==> src/pbr_pkg.sv <==
// pbr_pkg: shared types and constants of the polynomial bisection root finder
// no dependencies; imported by pbr_ctrl, pbr_datapath and polynomial_bisection_root

package pbr_pkg;

    localparam int MAX_DEGREE_DEF = 10;
    localparam int FRAC_BITS_DEF  = 32;

    localparam int DATA_W     = 64;
    localparam int HALF_W     = DATA_W / 2;
    localparam int PROD_W     = 2 * DATA_W;
    localparam int DEG_W      = 4;
    localparam int TOL_W      = 32;
    localparam int TOL_FRAC   = 32;
    localparam int STEP_W     = 16;
    localparam int STATUS_W   = 3;
    localparam int CFG_IDX_W  = 2;
    localparam int CFG_DATA_W = 32;

    localparam logic [TOL_W-1:0]  TOL_RESET   = 32'd4295;
    localparam logic [STEP_W-1:0] LIMIT_RESET = 16'd1000;

    localparam logic [CFG_IDX_W-1:0] REG_DEGREE     = 2'd0;
    localparam logic [CFG_IDX_W-1:0] REG_TOLERANCE  = 2'd1;
    localparam logic [CFG_IDX_W-1:0] REG_ITER_LIMIT = 2'd2;

    localparam logic [1:0] PART_LO_LO = 2'd0;
    localparam logic [1:0] PART_HI_LO = 2'd1;
    localparam logic [1:0] PART_LO_HI = 2'd2;
    localparam logic [1:0] PART_HI_HI = 2'd3;

    typedef enum logic {
        CMD_LOAD  = 1'b0,
        CMD_SOLVE = 1'b1
    } command_t;

    typedef enum logic [STATUS_W-1:0] {
        RES_TOL      = 3'd0,
        RES_MID_ZERO = 3'd1,
        RES_ENDPOINT = 3'd2,
        RES_NO_SIGN  = 3'd3,
        RES_LIMIT    = 3'd4
    } res_code_t;

    typedef enum logic [1:0] {
        ROOT_MID,
        ROOT_LOWER,
        ROOT_UPPER,
        ROOT_ZERO
    } root_sel_t;

    typedef enum logic [1:0] {
        X_LOWER,
        X_UPPER,
        X_MID
    } x_sel_t;

    typedef struct packed {
        logic      coef_write;
        logic      solve_load;
        logic      ev_start;
        x_sel_t    x_sel;
        logic      mul_load;
        logic      tol_load;
        logic      mul_issue;
        logic [1:0] mul_part;
        logic      mul_acc;
        logic      sat;
        logic      add;
        logic      save_lowval;
        logic      bis_mid;
        logic      bis_update;
        logic      res_write;
        res_code_t res_code;
        root_sel_t root_sel;
    } pbr_cmd_t;

    typedef struct packed {
        logic idx_zero;
        logic lowval_zero;
        logic acc_zero;
        logic acc_opposite;
        logic width_met;
        logic step_last;
    } pbr_stat_t;

endpackage

==> src/pbr_ctrl.sv <==
// pbr_ctrl: sequencer for coefficient loads, horner evaluation and bisection
// steps; issues commands to pbr_datapath, uses pbr_pkg

module pbr_ctrl
    import pbr_pkg::*;
(
    input  logic      clk,
    input  logic      rst_n,
    input  logic      in_accept,
    input  logic      command,
    input  logic      out_free,
    input  pbr_stat_t stat,
    output pbr_cmd_t  cmd,
    output logic      idle
);

    typedef enum logic [3:0] {
        S_IDLE,
        S_EV_START,
        S_EV_LOOP,
        S_MUL,
        S_SAT,
        S_ADD,
        S_CHECK_ENDS,
        S_BIS_MID,
        S_TOL_LOAD,
        S_TOL_CHK,
        S_CHECK_MID,
        S_RESULT
    } state_t;

    localparam logic [2:0] MUL_LAST = 3'd4;

    state_t    state_reg,    state_next;
    logic [2:0] phase_reg,   phase_next;
    x_sel_t    target_reg,   target_next;
    logic      tol_mode_reg, tol_mode_next;
    res_code_t res_code_reg, res_code_next;
    root_sel_t root_sel_reg, root_sel_next;

    assign idle = (state_reg == S_IDLE);

    always_comb
    begin
        state_next    = state_reg;
        phase_next    = phase_reg;
        target_next   = target_reg;
        tol_mode_next = tol_mode_reg;
        res_code_next = res_code_reg;
        root_sel_next = root_sel_reg;
        cmd           = '0;
        cmd.x_sel     = target_reg;
        cmd.res_code  = res_code_reg;
        cmd.root_sel  = root_sel_reg;
        unique case (state_reg)
            S_IDLE:
            begin
                if (in_accept)
                begin
                    if (command == CMD_SOLVE)
                    begin
                        cmd.solve_load = 1'b1;
                        target_next    = X_LOWER;
                        state_next     = S_EV_START;
                    end
                    else
                    begin
                        cmd.coef_write = 1'b1;
                    end
                end
            end
            S_EV_START:
            begin
                cmd.ev_start = 1'b1;
                state_next   = S_EV_LOOP;
            end
            S_EV_LOOP:
            begin
                if (stat.idx_zero)
                begin
                    unique case (target_reg)
                        X_LOWER:
                        begin
                            cmd.save_lowval = 1'b1;
                            target_next     = X_UPPER;
                            state_next      = S_EV_START;
                        end
                        X_UPPER: state_next = S_CHECK_ENDS;
                        default: state_next = S_CHECK_MID;
                    endcase
                end
                else
                begin
                    cmd.mul_load  = 1'b1;
                    tol_mode_next = 1'b0;
                    phase_next    = '0;
                    state_next    = S_MUL;
                end
            end
            S_MUL:
            begin
                cmd.mul_issue = (phase_reg != MUL_LAST);
                cmd.mul_part  = phase_reg[1:0];
                cmd.mul_acc   = (phase_reg != '0);
                if (phase_reg == MUL_LAST)
                begin
                    state_next = tol_mode_reg ? S_TOL_CHK : S_SAT;
                end
                else
                begin
                    phase_next = phase_reg + 3'd1;
                end
            end
            S_SAT:
            begin
                cmd.sat    = 1'b1;
                state_next = S_ADD;
            end
            S_ADD:
            begin
                cmd.add    = 1'b1;
                state_next = S_EV_LOOP;
            end
            S_CHECK_ENDS:
            begin
                if (stat.lowval_zero)
                begin
                    res_code_next = RES_ENDPOINT;
                    root_sel_next = ROOT_LOWER;
                    state_next    = S_RESULT;
                end
                else if (stat.acc_zero)
                begin
                    res_code_next = RES_ENDPOINT;
                    root_sel_next = ROOT_UPPER;
                    state_next    = S_RESULT;
                end
                else if (!stat.acc_opposite)
                begin
                    res_code_next = RES_NO_SIGN;
                    root_sel_next = ROOT_ZERO;
                    state_next    = S_RESULT;
                end
                else
                begin
                    state_next = S_BIS_MID;
                end
            end
            S_BIS_MID:
            begin
                cmd.bis_mid = 1'b1;
                state_next  = S_TOL_LOAD;
            end
            S_TOL_LOAD:
            begin
                cmd.tol_load  = 1'b1;
                tol_mode_next = 1'b1;
                phase_next    = '0;
                state_next    = S_MUL;
            end
            S_TOL_CHK:
            begin
                if (stat.width_met)
                begin
                    res_code_next = RES_TOL;
                    root_sel_next = ROOT_MID;
                    state_next    = S_RESULT;
                end
                else
                begin
                    target_next = X_MID;
                    state_next  = S_EV_START;
                end
            end
            S_CHECK_MID:
            begin
                if (stat.acc_zero)
                begin
                    res_code_next = RES_MID_ZERO;
                    root_sel_next = ROOT_MID;
                    state_next    = S_RESULT;
                end
                else
                begin
                    cmd.bis_update = 1'b1;
                    if (stat.step_last)
                    begin
                        res_code_next = RES_LIMIT;
                        root_sel_next = ROOT_MID;
                        state_next    = S_RESULT;
                    end
                    else
                    begin
                        state_next = S_BIS_MID;
                    end
                end
            end
            S_RESULT:
            begin
                if (out_free)
                begin
                    cmd.res_write = 1'b1;
                    state_next    = S_IDLE;
                end
            end
            default:
            begin
                state_next = S_IDLE;
            end
        endcase
    end

    always_ff @(posedge clk or negedge rst_n)
    begin
        if (!rst_n)
        begin
            state_reg    <= S_IDLE;
            phase_reg    <= '0;
            target_reg   <= X_LOWER;
            tol_mode_reg <= 1'b0;
            res_code_reg <= RES_TOL;
            root_sel_reg <= ROOT_MID;
        end
        else
        begin
            state_reg    <= state_next;
            phase_reg    <= phase_next;
            target_reg   <= target_next;
            tol_mode_reg <= tol_mode_next;
            res_code_reg <= res_code_next;
            root_sel_reg <= root_sel_next;
        end
    end

endmodule

==> config.mk <==
export PLATFORM = sky130hd
export DESIGN_NAME = pbr_ctrl
export DESIGN_NICKNAME = d
export VERILOG_FILES = /design/src/pbr_pkg.sv /design/src/pbr_ctrl.sv
export SDC_FILE = /design/constraint.sdc
export NUM_CORES = 1
export LEC_CHECK = 0
export BUFFER_PORTS_ARGS = -buffer_cell sky130_fd_sc_hd__buf_2
export CAP_MARGIN = 0
export CORE_MARGIN = 2
export CORE_UTILIZATION = 47
export CTS_BUF_LIST = sky130_fd_sc_hd__clkbuf_4
export DETAILED_ROUTE_END_ITERATION = 10
export MAX_ROUTING_LAYER = met4
export PLACE_DENSITY = 0.84
export SYNTH_ARGS = -nofsm -noshare
export SYNTH_HDL_FRONTEND = slang
export SYNTH_SLANG_ARGS = --single-unit
==> constraint.sdc <==
create_clock -name clk -period 1.6 [get_ports clk]
set_input_delay 0.24 -clock clk [delete_from_list [all_inputs] [get_ports clk]]
set_output_delay 0.24 -clock clk [all_outputs]
set_load 0.05 [all_outputs]
# Yosys cells after proc, flatten, opt, wreduce, memory -nomap -nowiden
# Index checks and enable logic that the tools add are counted.
[totals]
output_inout_bits = 23
reg_bits = 15
in_bits = 11
[op_classes]
n_addsub = 1
muxes = 58
eq_ne = 26
reduce_logical = 13
[op_table]
columns = ["cell", "count"]
rows = [
  ["$mux 4", 13],
  ["$pmux 4 s11", 1],
  ["$mux 2", 13],
  ["$mux 3", 8],
  ["$ne 2x2->1 const B", 9],
  ["$pmux 3 s3", 2],
  ["$mux 1", 17],
  ["$eq 4x3->1 const B", 4],
  ["$eq 4x4->1 const B", 4],
  ["$pmux 2 s3", 2],
  ["$reduce_bool 3->1", 4],
  ["$eq 4x2->1 const B", 2],
  ["$pmux 4 s2", 1],
  ["$reduce_and 4->1", 2],
  ["$ne 3x3->1 const B", 2],
  ["$reduce_and 6->1", 1],
  ["$eq 4x1->1 const B", 1],
  ["$logic_not 4->1", 1],
  ["$ne 4x4->1 const B", 1],
  ["$add 3x1->3 const B", 1],
  ["$eq 3x3->1 const B", 1],
  ["$reduce_and 3->1", 1],
  ["$eq 2x1->1 const B", 1],
  ["$logic_not 2->1", 1],
  ["5 further kinds", 5],
]

# Longest topological paths before layout
# Gate-level depths: netlist (run 1).
[logic_depth]
depth_word = 4
depth_mapped = 7

# Worst setup path before layout (run 1)
# OpenSTA, ideal clock, no wires.
[synth_path]
path_type = "reg2out"
startpoint = "register state_reg[3]"
endpoint = "output cmd[8] (netlist bit)"
t_arrival_ns = 2.508
required_time_ns = 1.360
path_stages_with_launch = 5
setup_slack_ns = -1.148
cell_sequence = "dfrtp_1 > buf_2 > nor2_1 > nand2_1 > nor4b_1"
[synth_lines]
columns = ["item", "line", "source"]
rows = [
  ["start, declared", "pbr_ctrl.sv:34", "state_t state_reg, state_next;"],
  ["start signal, assigned", "pbr_ctrl.sv:226", "state_reg <= state_next;"],
  ["end, declared", "pbr_ctrl.sv:13", "output pbr_cmd_t cmd,"],
]

==> summary.json, run 1 <==
{
  "fmax_mhz": 539,
  "cp_max_fo": 2,
  "floorplan_die_height_um": 52.6,
  "finalWorstSetupSlack_ns": -0.254,
  "synth.yosys.seq_area_share_pct": 33.9,
  "hold_violations": 0,
  "drc": 0,
  "clkLatencyLatePin_ns": 0.32,
  "grt.total_usage_pct": 38.1,
  "finalHoldWorstSlack_ns": 0.264,
  "largest_reg_flops": 4,
  "routed_via_density": 6.87,
  "drive_gt1_share_pct": 64.2,
  "ff2ff_path_depth": 7,
  "cts.clk_slew.worst_paths_ns": 0.12,
  "post-dp-hpwl_um": 2590,
  "outcome": "finished, violations left",
  "cts.path.max_buffers": 2,
  "yosysUniqueCellTypes": 43,
  "vias": 1670,
  "critical_path_required_ns": 1.36,
  "leakage_nw": 0.997,
  "fin_crit_ns": 1.85,
  "syn-mean-instance-area_um2": 8.40,
  "ioPinCount": 34,
  "endpoint_kind": "output port",
  "finalWirelength_um": 6350,
  "grt_pass1_vias": 1506,
  "final_wtd_congestion": 0.951,
  "transition_time_at_the_pin_with_the_least_slew_margin_ns": 0.372,
  "cts_buffers": 3,
  "synth_warnings": 0,
  "postLayoutCellArea_um2": 2110,
  "htree_levels": 1,
  "number_of_max_slew_violations_in_the_final_report": 0,
  "root_buffer": "sky130_fd_sc_hd__clkbuf_4",
  "mappedNetlistArea_um2": 1110,
  "clock_tree_from_tritoncts": "built",
  "pwr_density_cell_nw_per_um2": 2430,
  "finClkSkew_ns": 0.0126,
  "post-synth-top-area-fraction_pct": 33.9,
  "violations": "negative setup slack",
  "placement.setup.worst_slack_ns": -0.0835,
  "cts_num_sinks": 15,
  "grt_remaining_overflow": 0,
  "grt_antenna_before_repair": 0,
  "synth_area_leaders": "sky130_fd_sc_hd__dfrtp_1 (34%), sky130_fd_sc_hd__nor2_1 (5.8%), sky130_fd_sc_hd__nand2_1 (3.7%), sky130_fd_sc_hd__nor3_1 (3.6%), sky130_fd_sc_hd__inv_1 (3.4%)",
  "number_of_instances_in_the_synthesized_netlist": 132,
  "slew_headroom_pct": 75.2,
  "type_of_element_launching_the_critical_path": "flip-flop",
  "report.final.setup_viol": 29,
  "grt_first_pass_wirelength_um": 7280,
  "arrival_time_of_data_at_the_critical_path_endpoint_ns": 1.61,
  "synth_seq_cells": 15,
  "post_dp_cell_area_um2": 1510,
  "firstDrtPassIters": 5,
  "synth_top_cell_by_area": "sky130_fd_sc_hd__dfrtp_1",
  "portBuffers": 33,
  "timing.max_cap.violations": 0,
  "timing_worst_setup_path_type": "flip-flop to output port",
  "vdd_ir_drop_max_v": 0.00184,
  "hp-class": "input pin to flip-flop",
  "detail_routed_net_length_per_standard_cell_um": 26.1,
  "final_cell_mix": "sky130_fd_sc_hd__buf_4 (43), sky130_fd_sc_hd__buf_6 (23), sky130_fd_sc_hd__buf_2 (17)",
  "layout_commonest_cell": "sky130_fd_sc_hd__buf_4",
  "min_path_cells": 3,
  "drt_first_iter_violations": 150,
  "num_antenna_cells": 0,
  "final_net_count": 229,
  "die_w_um": 52.6,
  "core-area_um2": 2210,
  "die-area_um2": 2760,
  "std_cell_rows": 17,
  "antenna_violating_nets_post_route": 0,
  "postSynthNetCount": 145,
  "fin_tns_setup_ns": -4.42,
  "area.growth.synth_to_final_pct": 90.4,
  "starting_density_of_the_core_pct": 50.1,
  "final_min_period_over_clock_period_pct": 116,
  "setup_repair_after_global_routing_missed_its_margin": "yes",
  "grt_start_max_net_pins": 16
}
-- per-layer routing --
| layer | up-vias | global-route usage [%] | routed length [um] | part of all wire (%) |
|---|---|---|---|---|
| met2 | 201 | 63.5 | 2900 | 46 |
| met1 | 765 | 41.8 | 2080 | 33 |
| met5 | - | - | 0 | 0 |
| met3 | 71 | 7.14 | 771 | 12 |
| li1 | 633 | - | - | - |
| met4 | 0 | 23.5 | 597 | 9.4 |
-- path summary, 6_finish.rpt --
check                                         endpoint  slack [ns]                   startpoint
setup / recovery                               cmd[14]       -0.25     phase_reg[0]$_DFFE_PN0P_
hold / removal             root_sel_reg[1]$_DFFE_PN0P_        0.26                      stat[4]
setup reg to reg              state_reg[0]$_DFFE_PN0P_       -0.25     phase_reg[0]$_DFFE_PN0P_
hold reg to reg            res_code_reg[1]$_DFFE_PN0P_        0.55  res_code_reg[1]$_DFFE_PN0P_
max in group asynchronous     state_reg[3]$_DFFE_PN0P_        0.91                        rst_n
min in group asynchronous     phase_reg[2]$_DFFE_PN0P_        0.39                        rst_n
-- through the flow --
step,total power [mW],utilization (%),std cells
3_5_place_dp,3.17,68.1,210
5_1_grt,5.25,95.4,243
3_3_place_gp,3.09,68.1,210
4_1_cts,4.15,86.0,234
6_report,5.13,95.4,243
2_1_floorplan,2.42,-,132
-- final cells by class --
cell class / count / area (um2)
inverters: 10 / 37.5
well taps: 28 / 35.0
flip-flops and latches: 15 / 380
clock buffers: 3 / 22.5
multi-input cells: 99 / 901
fillers: 58 / 101
clock inverters: 1 / 7.51
repair buffers: 87 / 727
-- kinds of logic (layout without fill, tap and decap cells) --
family / after synthesis / in the layout / share of synthesized area [%]
compound gates: 37 / 37 / 26.8
flops: 15 / 15 / 33.9
mux: 2 / 2 / 2.71
simple gates: 58 / 58 / 26.5
buf+inv: 18 / 101 / 7.90
fa+ha+maj: 2 / 2 / 2.26
-- cell usage after synthesis (all sizes together) --
cell / count
nor3b: 2
a22oi: 3
o22ai: 1
mux2: 2
clkbuf: 1
dfrtp: 15
nor2b: 4
ha: 2
o21ai: 8
o211ai: 1
a2111oi: 1
a31oi: 2
inv: 10
o21a: 1
o221ai: 1
nor4b: 1
nor2: 17
o22a: 1
nand2b: 6
and3: 1
nand3: 1
buf: 7
and2: 1
a21o: 4
nand3b: 2
a22o: 2
a211oi: 1
nor4: 1
o32a: 1
a31o: 1
a32o: 1
nand4bb: 1
a41oi: 1
a32oi: 1
nand2: 12
a21oi: 6
or3: 1
nor3: 8
-- power by group --
group          internal (mW)  switching [mW]
sequential             0.549           0.299
combinational           1.72            2.31
clock                 0.0957           0.160
total                   2.36            2.77
-- worst max-delay path: stages, from the launching register on --
cell	delay (ns)
sky130_fd_sc_hd__dfrtp_1	0.39
sky130_fd_sc_hd__inv_1	0.10
sky130_fd_sc_hd__ha_4	0.19
sky130_fd_sc_hd__a2111oi_4	0.41
sky130_fd_sc_hd__buf_6	0.21
-- repair_timing --
item	CTS	global route
endpoints found under the setup margin	29	29
hold buffers	1	0
pin swaps	12	11
gates resized for setup	61	33
cloned	0	0
setup buffers	19	9
hold endpoints to repair	15	0
Note: power is estimated with default switching activity, not from simulation.
==> run 2, diff against run 1 <==
MAX_ROUTING_LAYER = unset   (was met4)
==> summary.json, run 2 (synthesized netlist as in run 1, its figures left out) <==
{
  "hold_violations": 0,
  "hp-class": "input pin to flip-flop",
  "number_of_max_slew_violations_in_the_final_report": 0,
  "firstDrtPassIters": 5,
  "drc": 0,
  "report.final.setup_viol": 30,
  "largest_reg_flops": 4,
  "library_cell_contributing_the_largest_single_delay_on_the_critical_path": "sky130_fd_sc_hd__dfrtp_1",
  "die_w_um": 52.6,
  "finalWirelength_um": 6650,
  "detail_routed_net_length_per_standard_cell_um": 27.2,
  "drive_gt1_share_pct": 64.1,
  "outcome": "finished, violations left",
  "slew_headroom_pct": 74.0,
  "final_wtd_congestion": 0.934,
  "root_buffer": "sky130_fd_sc_hd__clkbuf_4",
  "grt.total_usage_pct": 37.3,
  "floorplan_die_height_um": 52.6,
  "final_cell_mix": "sky130_fd_sc_hd__buf_4 (41), sky130_fd_sc_hd__buf_6 (27), sky130_fd_sc_hd__buf_2 (17)",
  "placement.setup.worst_slack_ns": -0.0835,
  "cts.path.max_buffers": 2,
  "transition_time_at_the_pin_with_the_least_slew_margin_ns": 0.389,
  "drt_first_iter_violations": 145,
  "worstHoldStart": "stat[3]",
  "arrival_time_of_data_at_the_critical_path_endpoint_ns": 2.07,
  "final_min_period_over_clock_period_pct": 118,
  "area.growth.synth_to_final_pct": 93.6,
  "grt_start_max_net_pins": 16,
  "timing_worst_setup_path_type": "flip-flop to flip-flop",
  "setup_repair_after_global_routing_missed_its_margin": "yes",
  "worst_path_max_stage_delay_ns": 0.42,
  "cp_max_fo": 6,
  "power_mw": 5.20,
  "num_antenna_cells": 0,
  "finalHoldWorstSlack_ns": 0.288,
  "grt_antenna_before_repair": 0,
  "ioPinCount": 34,
  "clock_tree_from_tritoncts": "built",
  "fmax_mhz": 528,
  "pwr_density_cell_nw_per_um2": 2420,
  "cts_num_sinks": 15,
  "htree_levels": 1,
  "critical_path_required_ns": 1.78,
  "finClkSkew_ns": 0.0197,
  "antenna_violating_nets_post_route": 0,
  "vias": 1713,
  "post_dp_cell_area_um2": 1510,
  "fin_crit_ns": 1.89,
  "vdd_ir_drop_max_v": 0.00215,
  "violations": "negative setup slack",
  "core-area_um2": 2210,
  "cp-startpoint": "phase_reg[1]$_DFFE_PN0P_",
  "cts_buffers": 3,
  "endpoint_kind": "flip-flop",
  "layout_commonest_cell": "sky130_fd_sc_hd__buf_4",
  "grt_first_pass_wirelength_um": 7310,
  "post-dp-hpwl_um": 2590,
  "postLayoutCellArea_um2": 2150,
  "portBuffers": 33,
  "type_of_element_launching_the_critical_path": "flip-flop",
  "finalWorstSetupSlack_ns": -0.292,
  "routed_via_density": 6.99,
  "final_net_count": 231,
  "final_cell_count_no_fill": 245,
  "grt_pass1_vias": 1508,
  "cp_cell_sequence": "inv_2, ha_4, a2111oi_4, buf_4, buf_6, nand3b_1, a22oi_2",
  "clkLatencyLatePin_ns": 0.32,
  "worst_r2r_startpoint": "phase_reg[1]$_DFFE_PN0P_",
  "die-area_um2": 2760,
  "timing.max_cap.violations": 0,
  "grt_remaining_overflow": 0,
  "starting_density_of_the_core_pct": 50.1,
  "numPlacedInstances": 210,
  "std_cell_rows": 17,
  "leakage_nw": 1.01,
  "cts.clk_slew.worst_paths_ns": 0.13
}
[run 2: cell types whose count changed in the layout (fill, tap and decap cells not counted)]
cell	previous run	this run
sky130_fd_sc_hd__nor2_2	2	1
sky130_fd_sc_hd__buf_4	43	41
sky130_fd_sc_hd__inv_1	8	9
sky130_fd_sc_hd__nor2_4	5	6
sky130_fd_sc_hd__buf_6	23	27
sky130_fd_sc_hd__inv_2	2	1
[run 2: final timing paths]
kind	endpoint	slack, ns	cells after the start
max	state_reg[3]$_DFFE_PN0P_	-0.29	7
min	root_sel_reg[0]$_DFFE_PN0P_	0.29	3
max reg2reg	state_reg[3]$_DFFE_PN0P_	-0.29	7
min reg2reg	res_code_reg[1]$_DFFE_PN0P_	0.52	1
max in group asynchronous	state_reg[0]$_DFFE_PN0P_	0.92	2
min in group asynchronous	res_code_reg[2]$_DFFE_PN0P_	0.36	2
[run 2: metrics by stage]
step                setup TNS [ns]  utilization, %
global placement            -0.118            68.1
CTS                          -2.38            86.0
finish                       -5.00            97.0
global route                 -5.57            97.0
detailed placement          -0.557            68.1
floorplan                    -2.66               -
[run 2: layout make-up]
cell class | count | area, um2
Clock buffer | 3 | 22.5
Clock inverter | 1 | 7.51
Fill cell | 38 | 66.3
Inverter | 10 | 37.5
Multi-Input combinational cell | 99 | 906
Sequential cell | 15 | 380
Tap cell | 28 | 35.0
Timing Repair Buffer | 89 | 757
[run 2: timing repair]
| item | CTS | global route |
|---|---|---|
| hold buffers | 1 | 0 |
| pin swaps | 12 | 11 |
| setup endpoints to repair | 29 | 29 |
| buffers inserted | 19 | 11 |
| resized for setup | 61 | 37 |
| endpoints found under the hold margin | 15 | 0 |
[run 2: critical path, delay by kind of cell, from the launching register on]
kind	cells	cell delay, ns
AOI/OAI and AO/OA	2	0.54
buffers and inverters	3	0.40
and+or+nand+nor	1	0.22
adders and majority gates	1	0.17
DFF	1	0.42
[run 2: layer usage]
layer / part of all wire (%) / global-route usage (%) / vias up / routed length [um]
met4: 10 / 23.5 / 0 / 687
met2: 45 / 64.0 / 221 / 3010
li1: - / - / 637 / -
met3: 13 / 7.14 / 90 / 833
met5: 0 / 0 / - / 0
met1: 32 / 42.0 / 765 / 2120
[run 2: power by group]
group / switching [mW] / internal (mW) / total (mW)
clock: 0.164 / 0.0956 / 0.259
sequential: 0.289 / 0.549 / 0.839
combinational: 2.37 / 1.74 / 4.11
==> run 3, diff against run 2 <==
SETUP_SLACK_MARGIN = 0.5   (was unset)
==> summary.json, run 3 <==
{
  "grt_start_max_net_pins": 16,
  "synth_enable_flop_cells": 0,
  "worst_path_end_type": "top-level output",
  "postSynthNetCount": 145,
  "yosysMostFrequentCell": "sky130_fd_sc_hd__nor2_1",
  "last-stage-reached": "global routing (5_1_grt)",
  "portBuffers": 33,
  "syn-mean-instance-area_um2": 8.40,
  "die_w_um": 52.6,
  "synth_area_leaders": "sky130_fd_sc_hd__dfrtp_1 (34%), sky130_fd_sc_hd__nor2_1 (5.8%), sky130_fd_sc_hd__nand2_1 (3.7%), sky130_fd_sc_hd__nor3_1 (3.6%), sky130_fd_sc_hd__inv_1 (3.4%)",
  "number_of_instances_in_the_synthesized_netlist": 132,
  "outcome": "stopped before the end",
  "std_cell_rows": 17,
  "share_of_synthesized_registers_carrying_an_async_set_or_reset_pct": 100,
  "root_buffer": "sky130_fd_sc_hd__clkbuf_4",
  "synth.yosys.seq_area_share_pct": 33.9,
  "grt_repair_worst_endpoint": "cmd[21]",
  "cts_buffers": 3,
  "floorplan_die_height_um": 52.6,
  "htree_levels": 1,
  "placement.setup.worst_slack_ns": -0.00375,
  "post-dp-hpwl_um": 2700,
  "starting_density_of_the_core_pct": 50.1,
  "synth_seq_cells": 15,
  "cts.path.max_buffers": 2,
  "yosysUniqueCellTypes": 43,
  "ioPinCount": 34,
  "dominantRegCellSynth": "sky130_fd_sc_hd__dfrtp_1",
  "mappedNetlistArea_um2": 1110,
  "error_line": "[ERROR DPL-0038] Utilization greater than 100%, impossible to legalize",
  "cts_num_sinks": 15,
  "post-synth-top-area-fraction_pct": 33.9,
  "final_wtd_congestion": 1.01,
  "synth_warnings": 0,
  "synth_top_cell_by_area": "sky130_fd_sc_hd__dfrtp_1",
  "synthTopCellsByCount": "sky130_fd_sc_hd__nor2_1 (17), sky130_fd_sc_hd__dfrtp_1 (15), sky130_fd_sc_hd__nand2_1 (11), sky130_fd_sc_hd__inv_1 (10), sky130_fd_sc_hd__nor3_1 (8)"
}
-- run 3: repair_timing --
item / 4_1_cts
buffers inserted: 22
pin swaps: 13
resized for setup: 76
hold buffers: 1
endpoints found under the setup margin: 38
endpoints found under the hold margin: 15
-- run 3: per-stage QoR --
stage / TNS [ns] / cell area (um2) / std cells / util [%] / hold slack [ns]
4_1_cts: -1.29 / 2080 / 231 / 93.9 / 0.267
3_5_place_dp: -0.00375 / 1600 / 204 / 72.3 / 0.174
3_3_place_gp: 0 / 1600 / 204 / 72.3 / 0.170
2_1_floorplan: -2.56 / 1330 / 132 / - / -0.0556
-- run 3: logic make-up after synthesis --
| logic type | after synthesis | synth area share [%] |
|---|---|---|
| AND/OR/NAND/NOR | 58 | 26.5 |
| AO/OA/AOI/OAI | 37 | 26.8 |
| buffers and inverters | 18 | 7.90 |
| flip-flops | 15 | 33.9 |
| multiplexers | 2 | 2.71 |
| adder cells (fa/ha/maj) | 2 | 2.26 |
==> run 4, diff against run 3 <==
CORE_AREA = 2 2 63 65   (was unset)
CORE_MARGIN = unset   (was 2)
CORE_UTILIZATION = unset   (was 47)
CTS_BUF_LIST = unset   (was sky130_fd_sc_hd__clkbuf_4)
DIE_AREA = 0 0 65 67   (was unset)
PLACE_DENSITY = unset   (was 0.84)
PLACE_DENSITY_LB_ADDON = 0.15   (was unset)
SETUP_SLACK_MARGIN = unset   (was 0.5)
clock period = 2.1 ns   (was 1.6 ns; I/O delays follow)
==> summary.json, run 4 (synthesized netlist as in run 1, its figures left out) <==
{
  "cp-startpoint": "phase_reg[0]$_DFFE_PN0P_",
  "final_cell_count_no_fill": 216,
  "finClkSkew_ns": 0.00319,
  "portBuffers": 33,
  "final_net_count": 182,
  "post_cts.repair.setup_buffers": 0,
  "power_mw": 2.40,
  "cts_buffers": 3,
  "routed_via_density": 5.08,
  "num_antenna_cells": 0,
  "timing_worst_setup_path_type": "flip-flop to output port",
  "die-area_um2": 4360,
  "drive_gt1_share_pct": 33.3,
  "slew_headroom_pct": 72.1,
  "firstDrtPassIters": 4,
  "grt.total_usage_pct": 14.4,
  "numPlacedInstances": 211,
  "clock_tree_from_tritoncts": "built",
  "final_cell_mix": "sky130_fd_sc_hd__buf_2 (31), sky130_fd_sc_hd__nor2_1 (16), sky130_fd_sc_hd__dfrtp_1 (12)",
  "floorplan_die_height_um": 67,
  "starting_density_of_the_core_pct": 30.7,
  "fin_crit_ns": 2.00,
  "final_min_period_over_clock_period_pct": 95.0,
  "cts_num_sinks": 15,
  "htree_levels": 1,
  "finalWirelength_um": 2990,
  "grt_remaining_overflow": 0,
  "arrival_time_of_data_at_the_critical_path_endpoint_ns": 1.68,
  "largest_reg_flops": 4,
  "met2_usage_pct": 23.2,
  "drt_first_iter_violations": 53,
  "pwr_density_cell_nw_per_um2": 1710,
  "detail_routed_net_length_per_standard_cell_um": 13.8,
  "cts.path.max_buffers": 2,
  "transition_time_at_the_pin_with_the_least_slew_margin_ns": 0.415,
  "report.final.setup_viol": 0,
  "worstHoldStart": "stat[3]",
  "hp-class": "input pin to flip-flop",
  "final_wtd_congestion": 0.927,
  "groute.layer.met1.usage_pct": 18.9,
  "setup_repair_after_global_routing_missed_its_margin": "no",
  "core-area_um2": 3610,
  "clkLatencyLatePin_ns": 0.25,
  "layout_commonest_cell": "sky130_fd_sc_hd__buf_2",
  "timing.max_cap.violations": 0,
  "cts.clk_slew.worst_paths_ns": 0.06,
  "post-dp-hpwl_um": 2330,
  "cp_max_fo": 4,
  "endpoint_kind": "output port",
  "grt_start_max_net_pins": 16,
  "grt_pass1_vias": 985,
  "number_of_max_slew_violations_in_the_final_report": 0,
  "drc": 0,
  "leakage_nw": 0.682,
  "worst_r2r_startpoint": "phase_reg[0]$_DFFE_PN0P_",
  "grt_antenna_before_repair": 0,
  "type_of_element_launching_the_critical_path": "flip-flop",
  "std_cell_rows": 22,
  "grt_first_pass_wirelength_um": 4760,
  "vdd_ir_drop_max_v": 0.000703,
  "critical_path_required_ns": 1.78,
  "area.growth.synth_to_final_pct": 27.0,
  "fin_tns_setup_ns": 0,
  "fmax_mhz": 501,
  "outcome": "completed",
  "antenna_violating_nets_post_route": 0,
  "use_met3_pct": 4.05,
  "root_buffer": "sky130_fd_sc_hd__clkbuf_8",
  "hold_violations": 0,
  "ioPinCount": 34,
  "vias": 1098,
  "die_w_um": 65,
  "grt_busiest_layer": "met2",
  "final_util_pct": 39.0
}
run 4: layout make-up:
class	count	area, um2
Sequential cell	15	379
Tap cell	48	60.1
Inverter	10	37.5
Timing Repair Buffer	40	225
Fill cell	375	2200
Clock buffer	3	41.3
Multi-Input combinational cell	99	659
Clock inverter	1	5.00
run 4: layer usage:
layer	part of all wire [%]	routed length (um)
met1	45	1350
met2	47	1420
met3	6.2	184
met4	1.3	38
met5	0	0
run 4: final timing paths:
kind,to,slack [ns],cells after the start
min in group asynchronous,res_code_reg[1]$_DFFE_PN0P_,0.50,2
max in group asynchronous,state_reg[0]$_DFFE_PN0P_,1.31,2
min,root_sel_reg[0]$_DFFE_PN0P_,0.39,3
max reg2reg,state_reg[3]$_DFFE_PN0P_,0.30,6
max,cmd[14],0.10,4
min reg2reg,res_code_reg[1]$_DFFE_PN0P_,0.48,1
run 4: stage by stage:
stage / setup WS [ns] / instance area (um2) / hold slack, ns
floorplan: -0.00327 / 1120 / 0.0194
global placement: 0.264 / 1340 / 0.247
detailed placement: 0.259 / 1340 / 0.250
CTS: 0.0348 / 1400 / 0.387
global route: 0.00890 / 1410 / 0.411
finish: 0.105 / 1410 / 0.391
run 4: repair_timing:
action                                  4_1_cts  5_1_grt
hold buffers                                  1        0
hold endpoints to repair                     15        0
endpoints found under the setup margin        1        5
gates resized for setup                       1        5
run 4: worst max-delay path, cell delays in order (launching register included):
cell                        delay [ns]
sky130_fd_sc_hd__dfrtp_1          0.40
sky130_fd_sc_hd__inv_1            0.07
sky130_fd_sc_hd__ha_1             0.24
sky130_fd_sc_hd__a2111oi_4        0.39
sky130_fd_sc_hd__buf_2            0.33
run 4: power breakdown:
part | switching, mW | internal [mW] | total (mW)
clock | 0.104 | 0.132 | 0.236
sequential | 0.167 | 0.420 | 0.587
combinational | 1.06 | 0.519 | 1.58
